## config.mk

```make
export PLATFORM = sky130hd
export DESIGN_NAME = nes_cell
export DESIGN_NICKNAME = d
export VERILOG_FILES = /design/src/rtl/nes_pkg.sv /design/src/rtl/nes_cell.sv
export SDC_FILE = /design/constraint.sdc
export NUM_CORES = 1
export LEC_CHECK = 0
export BUFFER_PORTS_ARGS = -buffer_cell sky130_fd_sc_hd__buf_2
export CAP_MARGIN = 20
export CORE_UTILIZATION = 40
export CTS_CLUSTER_SIZE = 16
export DETAILED_ROUTE_END_ITERATION = 8
export PLACE_DENSITY = 0.75
export REMOVE_ABC_BUFFERS = 1
export SYNTH_ARGS = -nofsm -noshare
export SYNTH_HDL_FRONTEND = slang
export SYNTH_SLANG_ARGS = --single-unit
```

## constraint.sdc

```tcl
create_clock -name clk -period 6.45 [get_ports clk]
set_input_delay 1.29 -clock clk [delete_from_list [all_inputs] [get_ports clk]]
set_output_delay 1.29 -clock clk [all_outputs]
set_load 0.005 [all_outputs]
```

## src/rtl/nes_pkg.sv

```systemverilog
`default_nettype none

package nes_pkg;

	// Default sizes of the arrival store and of the internal time word.
	localparam int DEF_QUEUE_DEPTH = 64;
	localparam int DEF_TIME_BITS   = 32;

	// The time fields on the ports are 32 bits wide, whatever the internal width.
	localparam int FIELD_TIME_BITS = 32;
	localparam int MAX_TIME_BITS   = 64;
	localparam int PROC_BITS       = 8;

	// Tick period register.
	localparam int              PERIOD_BITS = 16;
	localparam logic [15:0]     TICK_RESET  = 16'd10;

	// Input tdata layout, from the lowest bit up.
	localparam int PROC_LSB     = 0;
	localparam int TV_LSB       = 8;
	localparam int BL_LSB       = 40;
	localparam int BD_LSB       = 72;
	localparam int IN_DATA_BITS = 104;

	// Output tdata layout, from the lowest bit up.
	localparam int OUT_DATA_BITS = 80;
	localparam int OUT_PAD_BITS  = 6;

	typedef enum logic [1:0] {
		ACT_ADD    = 2'd0,
		ACT_FINISH = 2'd1,
		ACT_POP    = 2'd2,
		ACT_NOP    = 2'd3
	} action_t;

	typedef enum logic [1:0] {
		EV_TICK    = 2'd0,
		EV_FINISH  = 2'd1,
		EV_ARRIVAL = 2'd2,
		EV_NONE    = 2'd3
	} event_kind_t;

	// Shift commands broadcast to every cell of the arrival chain.
	typedef struct packed {
		logic insert;
		logic pop;
	} nes_cell_ctrl_t;

endpackage

`default_nettype wire

```

## src/rtl/nes_cell.sv

```systemverilog
`default_nettype none

module nes_cell
	import nes_pkg::*;
#(
	parameter int TIME_BITS = DEF_TIME_BITS
) (
	input  wire logic                 clk,
	input  wire logic                 arst_n,
	input  wire nes_cell_ctrl_t       ctrl,
	input  wire logic [TIME_BITS-1:0] new_time,
	input  wire logic [PROC_BITS-1:0] new_id,
	input  wire logic                 left_keep,
	input  wire logic                 left_valid,
	input  wire logic [TIME_BITS-1:0] left_time,
	input  wire logic [PROC_BITS-1:0] left_id,
	input  wire logic                 right_valid,
	input  wire logic [TIME_BITS-1:0] right_time,
	input  wire logic [PROC_BITS-1:0] right_id,
	output logic                      valid,
	output logic [TIME_BITS-1:0]      cell_time,
	output logic [PROC_BITS-1:0]      cell_id,
	output logic                      keep
);

	logic                 valid_q;
	logic [TIME_BITS-1:0] time_q;
	logic [PROC_BITS-1:0] id_q;

	// An entry at or before the new time stays put, so equal times keep arrival order.
	assign keep = valid_q && (time_q <= new_time);

	// Valid bit: insert takes the new item or the left neighbor, pop takes the right one.
	always_ff @(posedge clk or negedge arst_n) begin
		if (!arst_n) begin
			valid_q <= 1'b0;
		end else if (ctrl.insert) begin
			if (!keep) begin
				valid_q <= left_keep ? 1'b1 : left_valid;
			end
		end else if (ctrl.pop) begin
			valid_q <= right_valid;
		end
	end

	// Payload moves the same way as the valid bit.
	always_ff @(posedge clk) begin
		if (ctrl.insert) begin
			if (!keep) begin
				time_q <= left_keep ? new_time : left_time;
				id_q   <= left_keep ? new_id : left_id;
			end
		end else if (ctrl.pop) begin
			time_q <= right_time;
			id_q   <= right_id;
		end
	end

	assign valid     = valid_q;
	assign cell_time = time_q;
	assign cell_id   = id_q;

endmodule

`default_nettype wire

```

* Word-level counts from Yosys, hierarchy flattened *
Cells that the tools add are included.

cells by class
  order comparisons = 1
  equal/unequal tests = 1
  multiplexer cells = 12
  reductions and logical operators = 3

operators by type and width
  cell                                   count
  two-way mux 32 bit                     4
  less-or-equal comparator 32 bit        1
  two-way mux 8 bit                      4
  two-way mux 1 bit                      4
  != test 2 bit (second input constant)  1
  AND reduction 2 bit                    1
  nonzero test 2 bit                     1
  logical AND 1 bit                      1

storage, ports and cells
  bits in registers = 41
  input port bits = 127
  word-level logic and storage cells = 20

* Longest topological paths before layout *
  depth after elaboration = 4
  gate-level depth with buffers = 8

* Least setup slack after synthesis *
No wires, ideal clock.

  path kind = input port to flip-flop
  start = input port new_time[30]
  end = register id_q[0] (netlist: cell_id[0]), enable pin
  library setup time = 451 ps
  arrival time = 4458 ps
  setup slack = 1541 ps
  stages = 8
  path buffers = 0
  cell sequence = inv_1 > ha_1 > nand4_2 > nor4_2 > nand2_1 > o21ai_0 > a22oi_2 > a21oi_1

between the ends
  word-level cells in the longest chain between the ends = 4

ends and longest elaborated chain
  element                               line            text
  from (decl)                           nes_cell.sv:11  input wire logic [TIME_BITS-1:0] new_time,
  less-or-equal comparator 32 bit       nes_cell.sv:31  assign keep = valid_q && (time_q <= new_time);
  logical AND 1 bit                     nes_cell.sv:31
  net keep                              nes_cell.sv:23  output logic keep
  != test 2 bit (no source line)        n/a
  AND reduction 2 bit (no source line)  n/a
  to (signal assigned)                  nes_cell.sv:51  id_q <= left_keep ? new_id : left_id;
  to (signal assigned)                  nes_cell.sv:55  id_q <= right_id;
  to (decl)                             nes_cell.sv:28  logic [PROC_BITS-1:0] id_q;

The timed path passes the listed nets, and every way through them passes these cells.
A chain may end at the register's enable or synchronous reset.

* Worst setup path in the final report *
  start = input port new_time[19]
  end = output port keep

between the ends
  word-level cells in the longest chain between the ends = 2

ends and longest elaborated chain
  element                          line
  less-or-equal comparator 32 bit  nes_cell.sv:31
  logical AND 1 bit                nes_cell.sv:31
  to (decl)                        nes_cell.sv:23

Every way passes these cells.

==> run_summary.xml <==
<?xml version="1.0" encoding="UTF-8"?>
<metrics>
  <group name="cts">
    <metric name="htreeDepth" unit="">2</metric>
    <metric name="cts_inserted_buffers" unit="">5</metric>
    <metric name="post_cts_resize_count" unit="">0</metric>
    <metric name="tritoncts_clock_tree" unit="">done</metric>
    <metric name="cts-root-to-sink-buffers" unit="">2</metric>
    <metric name="clockRootBuffer" unit="">clkbuf_8</metric>
    <metric name="cts_sinks" unit="">41</metric>
    <metric name="cts_hold_buf" unit="">0</metric>
    <metric name="clock_insertion_delay_worst_skew" unit="ns">0.29</metric>
    <metric name="post_cts.repair.setup_buffers" unit="">0</metric>
    <metric name="clk_pin_slew_worst_paths" unit="ns">0.07</metric>
  </group>
  <group name="global_route">
    <metric name="global_route.usage.met3" unit="%">3.89</metric>
    <metric name="grt_util_met2" unit="%">35.4</metric>
    <metric name="grt_antenna_before_repair" unit="">0</metric>
    <metric name="global_route.usage.total" unit="%">18.5</metric>
    <metric name="grt_pass1_wl" unit="um">10900</metric>
    <metric name="grt.overflow.total" unit="">0</metric>
    <metric name="globalRoute.busiestLayer" unit="">met2</metric>
    <metric name="gr-usage-met1" unit="%">20.1</metric>
    <metric name="largest_net_degree_at_the_start_of_global_routing" unit="">62</metric>
    <metric name="first_global_vias" unit="">2636</metric>
  </group>
  <group name="logic_synthesis">
    <metric name="synth_flop_cell" unit="">edfxtp_1</metric>
    <metric name="synth-async-reset-ratio" unit="%">2.44</metric>
    <metric name="netlist_top_cells_area" unit="">edfxtp_1 41%, ha_1 14%, mux2i_1 14%, a21oi_1 9.1%, nor2_1 5.7%</metric>
    <metric name="synth.cells.most_frequent" unit="">53 x a21oi_1, 44 x nor2_1, 40 x edfxtp_1, 40 x mux2i_1, 33 x inv_1</metric>
    <metric name="synth.avg_cell_area" unit="um2">9.72</metric>
    <metric name="netlist.top_cell.by_area" unit="">edfxtp_1</metric>
    <metric name="synthMostInstantiatedCell" unit="">a21oi_1</metric>
    <metric name="seq_area_frac_synth" unit="%">42.2</metric>
    <metric name="synth_seq_cells" unit="">41</metric>
    <metric name="synth_largest_type_area_fraction" unit="%">41.3</metric>
    <metric name="yosysWarnings" unit="">0</metric>
    <metric name="syn-cell-area" unit="um2">2910</metric>
    <metric name="synth.lib_cells_used.distinct" unit="">28</metric>
    <metric name="synth-edff-count" unit="">40</metric>
    <metric name="synth_cells" unit="">299</metric>
  </group>
  <group name="critical_path">
    <metric name="crit_path_max_fanout" unit="">3</metric>
    <metric name="critPathTopFamily" unit="">compound AO/OA/AOI/OAI gates</metric>
    <metric name="arrival" unit="ns">2.96</metric>
    <metric name="critical_path_slowest_stage_cell" unit="">ha_1</metric>
    <metric name="timing.critical_path.from_type" unit="">input pin</metric>
    <metric name="critical_path.endpoint_type" unit="">output pin</metric>
    <metric name="path_cells" unit="">buf_2, inv_1, ha_1, a21oi_2, o21ai_1, a211o_1, a211o_1, a22oi_2, buf_2</metric>
    <metric name="worstPathRequired" unit="ns">5.16</metric>
    <metric name="cp_num_buf_inv" unit="">3</metric>
    <metric name="timing.reg2reg.worst_path_depth" unit="">8</metric>
    <metric name="crit_type" unit="">input pin to output pin</metric>
    <metric name="depth_of_the_critical_timing_path_with_buffers_and_inverters_included" unit="">9</metric>
    <metric name="critical-path-max-stage-delay" unit="ns">0.31</metric>
  </group>
  <group name="route">
    <metric name="drt_first_iter_violations" unit="">39</metric>
    <metric name="final_antenna_net_count" unit="">0</metric>
    <metric name="wl_per_cell" unit="um">12.5</metric>
    <metric name="totalWireLength" unit="um">7000</metric>
    <metric name="drc" unit="">0</metric>
    <metric name="via_count" unit="">2712</metric>
    <metric name="detail_route.vias_per_cell" unit="">4.85</metric>
    <metric name="detail_route.first_pass.iterations" unit="">4</metric>
  </group>
  <group name="worst_hold_path">
    <metric name="hold_class" unit="">flop to flop</metric>
    <metric name="worst_hold_path.num_cells" unit="">2</metric>
  </group>
  <group name="sta">
    <metric name="tightest_slew" unit="ns">0.651</metric>
    <metric name="rsz0062_at_grt" unit="">false</metric>
    <metric name="finClkSkew" unit="ns">0.00782</metric>
    <metric name="number_of_failing_setup_endpoints_in_the_final_timing_report" unit="">0</metric>
    <metric name="fin_hold_ws" unit="ns">0.736</metric>
    <metric name="finalSetupTns" unit="ns">0</metric>
    <metric name="achievable-frequency" unit="MHz">235</metric>
    <metric name="period_minus_slack" unit="ns">4.25</metric>
    <metric name="slew_viol_final" unit="">0</metric>
    <metric name="final-hold-violation-count" unit="">0</metric>
    <metric name="timing.slew.headroom" unit="%">56.5</metric>
    <metric name="final_min_period_over_clock_period" unit="%">65.9</metric>
  </group>
  <group name="final_layout">
    <metric name="synthToLayoutAreaGrowth" unit="%">34.9</metric>
    <metric name="layout.cells.non_filler" unit="">559</metric>
    <metric name="final_layout_size_suffix_gt1_share" unit="%">39.5</metric>
    <metric name="nNetsFinal" unit="">622</metric>
    <metric name="antenna-diode-count" unit="">0</metric>
    <metric name="finish.instance_area" unit="um2">3920</metric>
  </group>
  <group name="floorplan">
    <metric name="num_rows" unit="">30</metric>
    <metric name="floorplan.die.height" unit="um">87.2</metric>
    <metric name="start_util" unit="%">42.1</metric>
    <metric name="design.portCount" unit="">169</metric>
    <metric name="core_region_area" unit="um2">6910</metric>
    <metric name="fp.dieArea" unit="um2">7610</metric>
    <metric name="die_x" unit="um">87.2</metric>
  </group>
  <group name="placement">
    <metric name="postPlaceCellArea" unit="um2">3840</metric>
    <metric name="numPortBuffers" unit="">168</metric>
    <metric name="gpl.final_weighted_congestion" unit="">0.746</metric>
    <metric name="placed_cells" unit="">552</metric>
    <metric name="hpwl_reported_at_the_end_of_detailed_placement" unit="um">5860</metric>
  </group>
  <group name="outcome">
    <metric name="run_status" unit="">finished, final reports clean</metric>
  </group>
  <group name="power_and_ir_drop">
    <metric name="vdd_drop_max" unit="mV">0.0888</metric>
    <metric name="p_leak" unit="nW">2.01</metric>
    <metric name="power.density_cell_area" unit="nW/um2">187</metric>
  </group>
  <group name="flow_run">
    <metric name="cap_violations" unit="">0</metric>
  </group>
</metrics>
==> power breakdown <==
group          internal, mW  total (mW)  switching (mW)
sequential            0.337       0.352          0.0154
clock                0.0731       0.157          0.0842
combinational         0.107       0.223           0.116
==> registers in the layout (all words and copies together), names as in the netlist <==
name	flops
cell_id	8
valid	1
cell_time	32
==> cell type report <==
cell class | instances | area (um2)
fill | 659 | 2990
clock inverter | 1 | 3.75
timing repair buffer | 171 | 863
multi-input combinational | 211 | 1510
clock buffer | 6 | 72.6
inverter | 33 | 124
sequential | 41 | 1230
tap | 96 | 120
==> final timing paths <==
check                                          end               startpoint  slack, ns
max in group asynchronous        valid$_DFFE_PN0P_                   arst_n       5.61
min in group asynchronous        valid$_DFFE_PN0P_                   arst_n       0.76
setup / recovery                              keep             new_time[19]       2.20
setup reg to reg           cell_time[17]$_DFFE_PP_  cell_time[30]$_DFFE_PP_       3.40
hold / removal                   valid$_DFFE_PN0P_        valid$_DFFE_PN0P_       0.74
hold reg to reg                  valid$_DFFE_PN0P_        valid$_DFFE_PN0P_       0.74
==> per-stage QoR <==
| stage | util, % | setup WS, ns | power, mW |
|---|---|---|---|
| global route | 56.8 | 2.00 | 0.781 |
| CTS | 56.8 | 2.15 | 0.743 |
| floorplan | - | 1.54 | 0.468 |
| global placement | 55.7 | 2.20 | 0.576 |
| finish | 56.8 | 2.20 | 0.732 |
| detailed placement | 55.7 | 2.15 | 0.584 |
==> worst min-delay path: cells and delay by family, from the launching register on <==
family | cells | cell delay, ns
mux | 1 | 0.17
compound gates | 1 | 0.12
flops | 1 | 0.42
==> routing by layer <==
layer	wire, um	part of all wire [%]
met1	2870	41
met2	3640	52
met3	383	5.5
met4	97	1.4
met5	0	0
==> placed cells by master (no fill, tap or decap), types with 2 or more instances in the layout <==
cell type,netlist,routed
a211o_1,2,2
a21oi_1,53,52
a21oi_2,2,2
buf_2,4,168
buf_4,0,3
clkbuf_8,0,5
edfxtp_1,40,40
ha_1,32,32
inv_1,33,33
mux2i_1,40,40
nand2_1,12,12
nand3_1,2,2
nand4_1,5,5
nor2_1,44,44
o211ai_1,2,2
o21ai_0,6,6
==> logic make-up after synthesis <==
| group | after synthesis | synth area share, % |
|---|---|---|
| compound gates | 70 | 13.4 |
| simple gates | 68 | 10.2 |
| buf+inv | 47 | 6.24 |
| flops | 41 | 42.2 |
| mux | 41 | 14.2 |
| fa+ha+maj | 32 | 13.8 |
(Power assumes the default switching activity.)
