===== src/rtl/nes_pkg.sv =====
`default_nettype none

package nes_pkg;

	// Default sizes of the arrival store and of the internal time word.
	localparam int DEF_QUEUE_DEPTH = 64;
	localparam int DEF_TIME_BITS   = 32;

	// The time fields on the ports are 32 bits wide, whatever the internal width.
	localparam int FIELD_TIME_BITS = 32;
	localparam int MAX_TIME_BITS   = 64;
	localparam int PROC_BITS       = 8;

	// Tick period register.
	localparam int              PERIOD_BITS = 16;
	localparam logic [15:0]     TICK_RESET  = 16'd10;

	// Input tdata layout, from the lowest bit up.
	localparam int PROC_LSB     = 0;
	localparam int TV_LSB       = 8;
	localparam int BL_LSB       = 40;
	localparam int BD_LSB       = 72;
	localparam int IN_DATA_BITS = 104;

	// Output tdata layout, from the lowest bit up.
	localparam int OUT_DATA_BITS = 80;
	localparam int OUT_PAD_BITS  = 6;

	typedef enum logic [1:0] {
		ACT_ADD    = 2'd0,
		ACT_FINISH = 2'd1,
		ACT_POP    = 2'd2,
		ACT_NOP    = 2'd3
	} action_t;

	typedef enum logic [1:0] {
		EV_TICK    = 2'd0,
		EV_FINISH  = 2'd1,
		EV_ARRIVAL = 2'd2,
		EV_NONE    = 2'd3
	} event_kind_t;

	// Shift commands broadcast to every cell of the arrival chain.
	typedef struct packed {
		logic insert;
		logic pop;
	} nes_cell_ctrl_t;

endpackage

`default_nettype wire


===== src/rtl/nes_tick_div.sv =====
`default_nettype none

module nes_tick_div
	import nes_pkg::*;
#(
	parameter int TIME_BITS = DEF_TIME_BITS
) (
	input  wire logic                   clk,
	input  wire logic                   arst_n,
	input  wire logic                   start,
	input  wire logic [TIME_BITS-1:0]   last_time,
	input  wire logic [PERIOD_BITS-1:0] period,
	output logic                        done,
	output logic [TIME_BITS-1:0]        next_tick
);

	localparam int CNT_W = $clog2(TIME_BITS + 1);

	logic                   busy_q;
	logic [CNT_W-1:0]       cnt_q;
	logic [TIME_BITS-1:0]   base_q;
	logic [TIME_BITS-1:0]   shift_q;
	logic [PERIOD_BITS-1:0] div_q;
	logic [PERIOD_BITS-1:0] rem_q;
	logic [TIME_BITS-1:0]   next_q;

	logic [PERIOD_BITS:0]   trial;
	logic [PERIOD_BITS:0]   diff;
	logic [PERIOD_BITS-1:0] rem_next;

	// One restoring remainder step per cycle, most significant dividend bit first.
	always_comb begin
		trial    = {rem_q, shift_q[TIME_BITS-1]};
		diff     = trial - {1'b0, div_q};
		rem_next = (trial >= {1'b0, div_q}) ? diff[PERIOD_BITS-1:0]
		                                    : trial[PERIOD_BITS-1:0];
	end

	assign done = busy_q && (cnt_q == '0);

	// A zero period counts as one; the next tick is last - (last mod p) + p.
	always_ff @(posedge clk or negedge arst_n) begin
		if (!arst_n) begin
			busy_q  <= 1'b0;
			cnt_q   <= '0;
			base_q  <= '0;
			shift_q <= '0;
			div_q   <= '0;
			rem_q   <= '0;
			next_q  <= TIME_BITS'(TICK_RESET);
		end else if (start) begin
			busy_q  <= 1'b1;
			cnt_q   <= CNT_W'(TIME_BITS);
			base_q  <= last_time;
			shift_q <= last_time;
			div_q   <= (period == '0) ? PERIOD_BITS'(1) : period;
			rem_q   <= '0;
		end else if (busy_q) begin
			if (cnt_q != '0) begin
				rem_q   <= rem_next;
				shift_q <= shift_q << 1;
				cnt_q   <= cnt_q - CNT_W'(1);
			end else begin
				next_q <= base_q - TIME_BITS'(rem_q) + TIME_BITS'(div_q);
				busy_q <= 1'b0;
			end
		end
	end

	assign next_tick = next_q;

endmodule

`default_nettype wire

===== config.mk =====
export PLATFORM = sky130hd
export DESIGN_NAME = nes_tick_div
export DESIGN_NICKNAME = d
export VERILOG_FILES = /design/src/rtl/nes_pkg.sv /design/src/rtl/nes_tick_div.sv
export SDC_FILE = /design/constraint.sdc
export NUM_CORES = 1
export LEC_CHECK = 0
export BUFFER_PORTS_ARGS = -buffer_cell sky130_fd_sc_hd__buf_4
export CORE_MARGIN = 2
export CORE_UTILIZATION = 60
export CTS_CLUSTER_SIZE = 24
export DETAILED_ROUTE_END_ITERATION = 10
export GPL_ROUTABILITY_DRIVEN = 0
export HOLD_SLACK_MARGIN = 0.02
export PLACE_DENSITY = 0.85
export SLEW_MARGIN = 25
export SYNTH_ARGS = -nofsm -noshare
export SYNTH_HDL_FRONTEND = slang
export SYNTH_SLANG_ARGS = --single-unit

===== constraint.sdc =====
create_clock -name clk -period 3.9 [get_ports clk]
set_input_delay 0.585 -clock clk [delete_from_list [all_inputs] [get_ports clk]]
set_output_delay 0.585 -clock clk [all_outputs]
set_load 0.1 [all_outputs]

# == After elaboration in Yosys (flattened, before gate mapping) ==
# Cells that the tools add are included.
# word_totals
latchBits,0
input_bits,51
romBits,0
out_inout_bits,33
reg_bits,135
mem_bits_rw,0
memories,0
elab_cells,36
# op_classes
magnitude_cmp,1
bitwise_logic,2
n_mul,0
eq_ne,0
addsub,4
reduce_logical,8
muxes,14
div_mod_pow,0
shift,0
# op_table
operator,count
32-bit two-way mux,3
16-bit two-way mux,5
32-bit by 16-bit adder with 32-bit output,1
32-bit by 16-bit subtractor with 32-bit output,1
6-bit two-way mux,3
17-bit by 16-bit greater-or-equal comparator with 1-bit output,1
16-bit zero test,1
16-bit subtractor,1
6-bit zero test,1
6-bit nonzero test,1
"6-bit by 1-bit subtractor with 6-bit output, second input constant",1
2-bit nonzero test,2
1-bit two-way mux,3
3-bit AND reduction,1
1-bit inverter,2
2-bit AND reduction,1
1-bit logical AND,1

# == Longest topological paths before layout ==
# Gate-level depths: netlist of run 1.
# depth
word_depth,5
mapped_depth,14
mapped_depth_nobuf,14

# == Worst setup path before layout of run 1 ==
# Ideal clock, no wire load.
# synth_timing
path_type,reg-to-reg
start,register div_q[1]
end,"register next_q[29], in the netlist next_tick[29]"
setup_slack_ps,922
path_stages_with_launch,13
setup_ps,72
arrival_time_ps,2906
path_cell_list,dfrtp_1 -> inv_1 -> fa_1 -> inv_1 -> ha_1 -> a21oi_1 -> nand4b_1 -> a32oi_4 -> a221oi_2 -> o41ai_4 -> a21oi_2 -> or4_1 -> nand4_1
# synth_via
elab_chain_len,1
# synth_lines
element,line,source
start: declaration,nes_tick_div.sv:23,logic [PERIOD_BITS-1:0] div_q;
start signal: assignment,nes_tick_div.sv:56,div_q <= (period == '0) ? PERIOD_BITS'(1) : period;
32-bit by 16-bit adder with 32-bit output,nes_tick_div.sv:64,next_q <= base_q - TIME_BITS'(rem_q) + TIME_BITS'(div_q);
end signal: assignment,nes_tick_div.sv:50,next_q <= TIME_BITS'(TICK_RESET);
end signal: assignment,nes_tick_div.sv:64,
end: declaration,nes_tick_div.sv:25,logic [TIME_BITS-1:0] next_q;
# Every way passes these cells.
# A chain may end at the register's enable or synchronous reset.

# == Worst setup path after layout of run 1 ==
# Same ends and word-level chain as after synthesis.

==> impl_metrics.env, run 1 <==
export IMPL_async_flop_share_pct=100
export IMPL_core_sq_um=13700
export IMPL_clk_pin_slew_worst_paths_ps=60
export IMPL_die_h_um=122
export IMPL_end_kind="flop"
export IMPL_max_cap_violations=0
export IMPL_period_minus_slack_ps=3270
export IMPL_overflow=0
export IMPL_status="finished, final reports clean"
export IMPL_drv_slew=0
export IMPL_routed_wl_um=19500
export IMPL_cts_tree="built"
export IMPL_syn_area_per_cell_sq_um=9.00
export IMPL_first_global_vias=6593
export IMPL_crit_arrival_ps=3630
export IMPL_synth_area_top_cells="dfrtp_1 (40%), ha_1 (7.5%), o21ai_0 (6.5%)"
export IMPL_fin_nets=1117
export IMPL_dr_pass1_iters=5
export IMPL_synthesis_area_sq_um=8330
export IMPL_skew_ps=8.37
export IMPL_grt_max_degree=108
export IMPL_path_max_fanout=5
export IMPL_root_buffer="clkbuf_16"
export IMPL_synth_seq_cells=135
export IMPL_yosys_warnings=0
export IMPL_n_antenna_cell=0
export IMPL_grt_pass1_wl_um=32200
export IMPL_post_cts_resized=0
export IMPL_synth_top_area_share_pct=40.0
export IMPL_leakage_nw=4.80
export IMPL_grt_usage_pct=27.8
export IMPL_fin_ws_ps=633
export IMPL_area_growth_pct=16.5
export IMPL_cts_made_buffers=17
export IMPL_numClockSinks=135
export IMPL_crit_required_ps=4260
export IMPL_portBuffers=83
export IMPL_hp_class="in -> async"
export IMPL_synth_top_flop_cell="dfrtp_1"
export IMPL_die_area_sq_um=14800
export IMPL_rows=43
export IMPL_crit_path_start_kind="flop"
export IMPL_syn_nets=1044
export IMPL_max_freq_ghz=0.306
export IMPL_finalCritPeriodShare_pct=83.8
export IMPL_synthCells=926
export IMPL_synth_edf_count=0
export IMPL_layout_drive_gt1_share_pct=13.3
export IMPL_hpwl_um=14000
export IMPL_wl_per_cell_um=16.4
export IMPL_drtIter0Drc=551
export IMPL_die_width_um=122
export IMPL_slew_headroom_pct=41.7
export IMPL_start_util_pct=60.7
export IMPL_antenna_found_initial=0
export IMPL_criticalPathCategory="reg -> reg"
export IMPL_hold_viol=0
export IMPL_post_cts_setup_buffer_count=0
export IMPL_worstMarginPinSlew_ps=874
export IMPL_synth_most_common_cell="dfrtp_1"
export IMPL_antenna_left=0
export IMPL_clock_path_buffers=2
export IMPL_synthTopCellsByCount="dfrtp_1 (133), nand2_1 (121), o21ai_0 (108), inv_1 (106), ha_1 (50)"
export IMPL_place_ws_ps=687
export IMPL_clk_latency_ps=430
export IMPL_ctsHoldBuffers=0
export IMPL_vias=7024
export IMPL_drt_drc_violations_left=0
export IMPL_peakVddDrop_v=0.000434
export IMPL_io_pins=84
export IMPL_powerDensity_nw_per_um2=892
export IMPL_cts_htree_levels=4
export IMPL_rsz0062_at_grt="no"
export IMPL_setup_tns_ps=0
export IMPL_synth_cell_type_count=64
export IMPL_setup_violations=0
export IMPL_vias_per_cell=5.89
export IMPL_synth_top_cell_by_area="dfrtp_1"
export IMPL_synth_seq_area_share_pct=40.6
==> where the power goes <==
part | internal [mW] | switching, mW | total [mW]
clock network | 1.01 | 0.615 | 1.62
registers | 1.78 | 0.251 | 2.03
logic | 1.62 | 3.37 | 5.00
total | 4.41 | 4.24 | 8.65
==> sequential cells by signal, summed over array words and instances (netlist names) <==
signal	cells
shift_q	32
cnt_q	6
busy_q	1
div_q	16
base_q	32
next_tick	32
rem_q	16
==> worst paths after layout <==
kind                            endpoint         start  slack (ps)  cells past startpoint
min reg2reg                 next_tick[3]  next_tick[3]         480                      2
max in group asynchronous     base_q[21]        arst_n        3060                      2
max reg2reg                next_tick[29]      div_q[1]         630                     12
min                          shift_q[28]        arst_n         160                      1
min in group clk               div_q[13]    period[13]         370                      3
max                        next_tick[29]      div_q[1]         630                     12
==> logic make-up after synthesis <==
group                    count (synthesis)  share of synthesized area (%)
AO/OA/AOI/OAI                          258                           18.8
AND/OR/NAND/NOR                        249                           14.0
buffers and inverters                  141                           6.41
flip-flops                             135                           40.6
adder cells (fa/ha/maj)                 67                           11.6
XOR/XNOR                                42                           4.42
multiplexers                            34                           4.13
==> metrics by stage <==
| step | utilization (%) | total power, mW | hold slack [ps] | instance area [sq um] | instances |
|---|---|---|---|---|---|
| after CTS | 70.7 | 8.63 | 354 | 9700 | 1192 |
| after global routing | 70.8 | 9.20 | 240 | 9710 | 1192 |
| after detailed placement | 66.3 | 6.96 | 476 | 9100 | 1160 |
| final | 70.8 | 8.65 | 155 | 9710 | 1192 |
| after global placement | 66.3 | 6.85 | 465 | 9100 | 1160 |
| after floorplan | - | 5.89 | 289 | 8330 | 926 |
==> cells in the final DEF, fill, tap and decap left out, types with 17 or more instances in the layout <==
master and instances:
a21oi_1 46, buf_4 87, clkbuf_16 17, dfrtp_1 133, fa_1 17, ha_1 50, inv_1 106, mux2i_1 31
nand2_1 121, nor2_1 31, o21ai_0 108, o21ai_1 25, xnor2_1 24, xor2_1 18
==> worst max-delay path: stages (launching register included) <==
cell	delay [ps]
dfrtp_1	370
inv_1	100
fa_1	570
inv_1	70
ha_1	310
a21oi_1	90
nand4b_1	250
a32oi_4	310
a221oi_2	150
o41ai_4	290
a21oi_2	120
or4_1	480
nand4_1	90
==> cell type report <==
class / count / area, sq um
Tap cell: 180 / 225
Clock inverter: 11 / 121
Multi-Input combinational cell: 650 / 4420
Inverter: 106 / 398
Clock buffer: 21 / 480
Fill cell: 1076 / 4010
Sequential cell: 135 / 3380
Timing Repair Buffer: 89 / 684
==> routing by layer <==
metal	global-route usage (%)	part of all wire, %	vias up
met3	5.20	6.7	48
met2	41.1	45	300
li1	-	-	3336
met4	11.6	2.7	0
met5	0	0	-
met1	40.5	46	3340
(Power assumes the default switching activity.)
==> inputs of run 2 (changes only) <==
ABC_AREA = 1   (was default)
CORE_UTILIZATION = 55   (was 60)
PLACE_DENSITY = 0.82   (was 0.85)
clock period = 2.67 ns   (was 3.9 ns; I/O delays follow)
==> impl_metrics.env, run 2 <==
export IMPL_worstMarginPinSlew_ps=730
export IMPL_die_h_um=135
export IMPL_die_width_um=135
export IMPL_hold_viol=4
export IMPL_p_comb_share_pct=58.6
export IMPL_failed_checks="negative hold slack"
export IMPL_rsz0062_at_grt="yes"
export IMPL_rows=47
export IMPL_clock_path_buffers=2
export IMPL_synth_edf_count=0
export IMPL_leakage_nw=6.18
export IMPL_grt_max_degree=75
export IMPL_instances_no_fill=1688
export IMPL_powerDensity_nw_per_um2=1170
export IMPL_layout_common_cells="nand2_1 (476), inv_1 (259), dfrtp_1 (132)"
export IMPL_overflow=0
export IMPL_max_freq_ghz=0.378
export IMPL_drt_drc_violations_left=0
export IMPL_fin_nets=1573
export IMPL_slew_headroom_pct=51.3
export IMPL_pwr_share_seq_pct=23.4
export IMPL_path_max_fanout=4
export IMPL_routed_wl_met2_um=11800
export IMPL_grt_usage_pct=28.6
export IMPL_clk_latency_ps=440
export IMPL_synth_most_common_cell="nand2_1"
export IMPL_clkPwrFrac_pct=18.0
export IMPL_synthAdderAreaFrac_pct=10.3
export IMPL_io_pins=84
export IMPL_first_global_vias=8623
export IMPL_portBuffers=83
export IMPL_cts_htree_levels=4
export IMPL_crit_required_ps=2990
export IMPL_criticalPathCategory="reg -> reg"
export IMPL_dr_pass1_iters=5
export IMPL_setup_violations=0
export IMPL_synth_compound_area_share_pct=9.28
export IMPL_skew_ps=10.2
export IMPL_hp_class="in -> async"
export IMPL_synth_top_cell_by_area="dfrtp_1"
export IMPL_end_kind="flop"
export IMPL_vias_per_cell=5.36
export IMPL_synth_simple_gate_area_share_pct=30.8
export IMPL_wl_per_cell_um=14.9
export IMPL_routed_wl_um=25200
export IMPL_start_util_pct=56.4
export IMPL_synthesis_area_sq_um=9380
export IMPL_crit_path_start_kind="flop"
export IMPL_async_flop_share_pct=100
export IMPL_p_int_mw=6.05
export IMPL_drtIter0Drc=943
export IMPL_synthTopCellsByCount="nand2_1 (483), inv_1 (259), dfrtp_1 (133), nor2_1 (81), o21ai_0 (81)"
export IMPL_cts_made_buffers=17
export IMPL_synth_seq_area_share_pct=36.0
export IMPL_final_common_cell="nand2_1"
export IMPL_final_area_sq_um=10900
export IMPL_whs_ps=-20.1
export IMPL_yosys_warnings=0
export IMPL_synth_xor_area_share_pct=1.40
export IMPL_syn_area_per_cell_sq_um=6.85
export IMPL_placed_cell_area_sq_um=10300
export IMPL_synth_top_area_share_pct=35.5
export IMPL_sw_frac_of_total_pct=52.9
export IMPL_grt_pass1_wl_um=41300
export IMPL_antenna_left=0
export IMPL_drv_slew=0
export IMPL_hpwl_um=18900
export IMPL_antenna_found_initial=1
export IMPL_period_minus_slack_ps=2650
export IMPL_fin_ws_ps=23.6
export IMPL_cts_tree="built"
export IMPL_root_buffer="clkbuf_16"
export IMPL_synth_seq_cells=135
export IMPL_placed_cells=1655
export IMPL_clk_pin_slew_worst_paths_ps=70
export IMPL_n_antenna_cell=0
export IMPL_crit_arrival_ps=2960
export IMPL_ctsHoldBuffers=0
export IMPL_numClockSinks=135
export IMPL_rrSetupSlack_ps=20
export IMPL_peakVddDrop_v=0.000881
export IMPL_switching_power_mw=6.80
export IMPL_area_growth_pct=16.7
export IMPL_synth_mux_area_share_pct=0
export IMPL_wl_met3_um=2000
export IMPL_synth_cell_type_count=42
export IMPL_synth_top_flop_cell="dfrtp_1"
export IMPL_finalCritPeriodShare_pct=99.1
export IMPL_place_ws_ps=83.2
export IMPL_status="complete, but fails checks"
export IMPL_core_sq_um=16600
export IMPL_vias=9041
export IMPL_die_area_sq_um=18100
export IMPL_synthCells=1369
export IMPL_wl_met1_um=10700
export IMPL_synth_top_family_by_area="simple AND/OR/NAND/NOR gates"
export IMPL_synth_area_top_cells="dfrtp_1 (35%), nand2_1 (19%), inv_1 (10%)"
export IMPL_top_layer="met4"
export IMPL_max_cap_violations=0
export IMPL_layout_drive_gt1_share_pct=13.8
export IMPL_syn_nets=1487
==> run 2: worst paths after layout <==
kind                         startpoint             to  cells past startpoint
setup / recovery             base_q[11]  next_tick[17]                     13
setup reg to reg             base_q[11]  next_tick[17]                     13
min in group clk             period[11]      div_q[11]                      3
hold / removal                   arst_n   next_tick[4]                      1
max in group asynchronous        arst_n     base_q[28]                      2
hold reg to reg            next_tick[3]   next_tick[3]                      2
==> run 2: cell type report <==
cell class                      count  area (sq um)
Clock buffer                       17           425
Clock inverter                     15           153
Sequential cell                   135          3380
Inverter                          264           991
Fill cell                        1405          5700
Timing Repair Buffer               95           754
Multi-Input combinational cell    942          4960
Tap cell                          220           275
==> run 2: timing repair <==
item / CTS / global route
buffers inserted: 0 / 1
setup endpoints to repair: 0 / 21
resized for setup: 0 / 28
==> run 2: metrics by stage <==
step / power (mW) / util [%] / setup TNS (ps)
2_1_floorplan: 8.60 / - / 0
5_1_grt: 13.7 / 65.8 / -311
3_5_place_dp: 10.2 / 61.6 / 0
6_report: 12.9 / 65.8 / 0
3_3_place_gp: 10.0 / 61.6 / 0
4_1_cts: 12.6 / 65.1 / 0
==> run 2: kinds of logic after synthesis <==
kind of cell	after synthesis
flops	135
buf+inv	292
xor+xnor	15
simple gates	698
fa+ha+maj	67
compound gates	162
==> run 2: power groups by stage <==
stage          registers (mW)  logic, mW  clock network (mW)
6_report                 3.00       7.54                2.32
5_1_grt                  3.06       8.25                2.42
4_1_cts                  3.00       7.25                2.34
3_5_place_dp             3.02       7.19                   0
3_3_place_gp             2.99       7.05                   0
2_1_floorplan            4.63       3.97                   0
==> run 2: worst max-delay path, cell delays in order (launching register included) <==
cell     delay [ps]
dfrtp_1         350
inv_1            80
fa_1            530
inv_1            40
ha_2            380
nand2_1         150
nor2_2          220
nand2_1         100
inv_1           110
nand4_1         170
nand4_1         140
nand2_1         100
nand2_1          90
nand2_1          60
==> run 2: per-layer routing <==
layer,vias up,global-route usage (%)
met4,0,10.4
li1,4394,-
met3,68,4.50
met5,-,0
met1,4155,38.9
met2,424,46.8
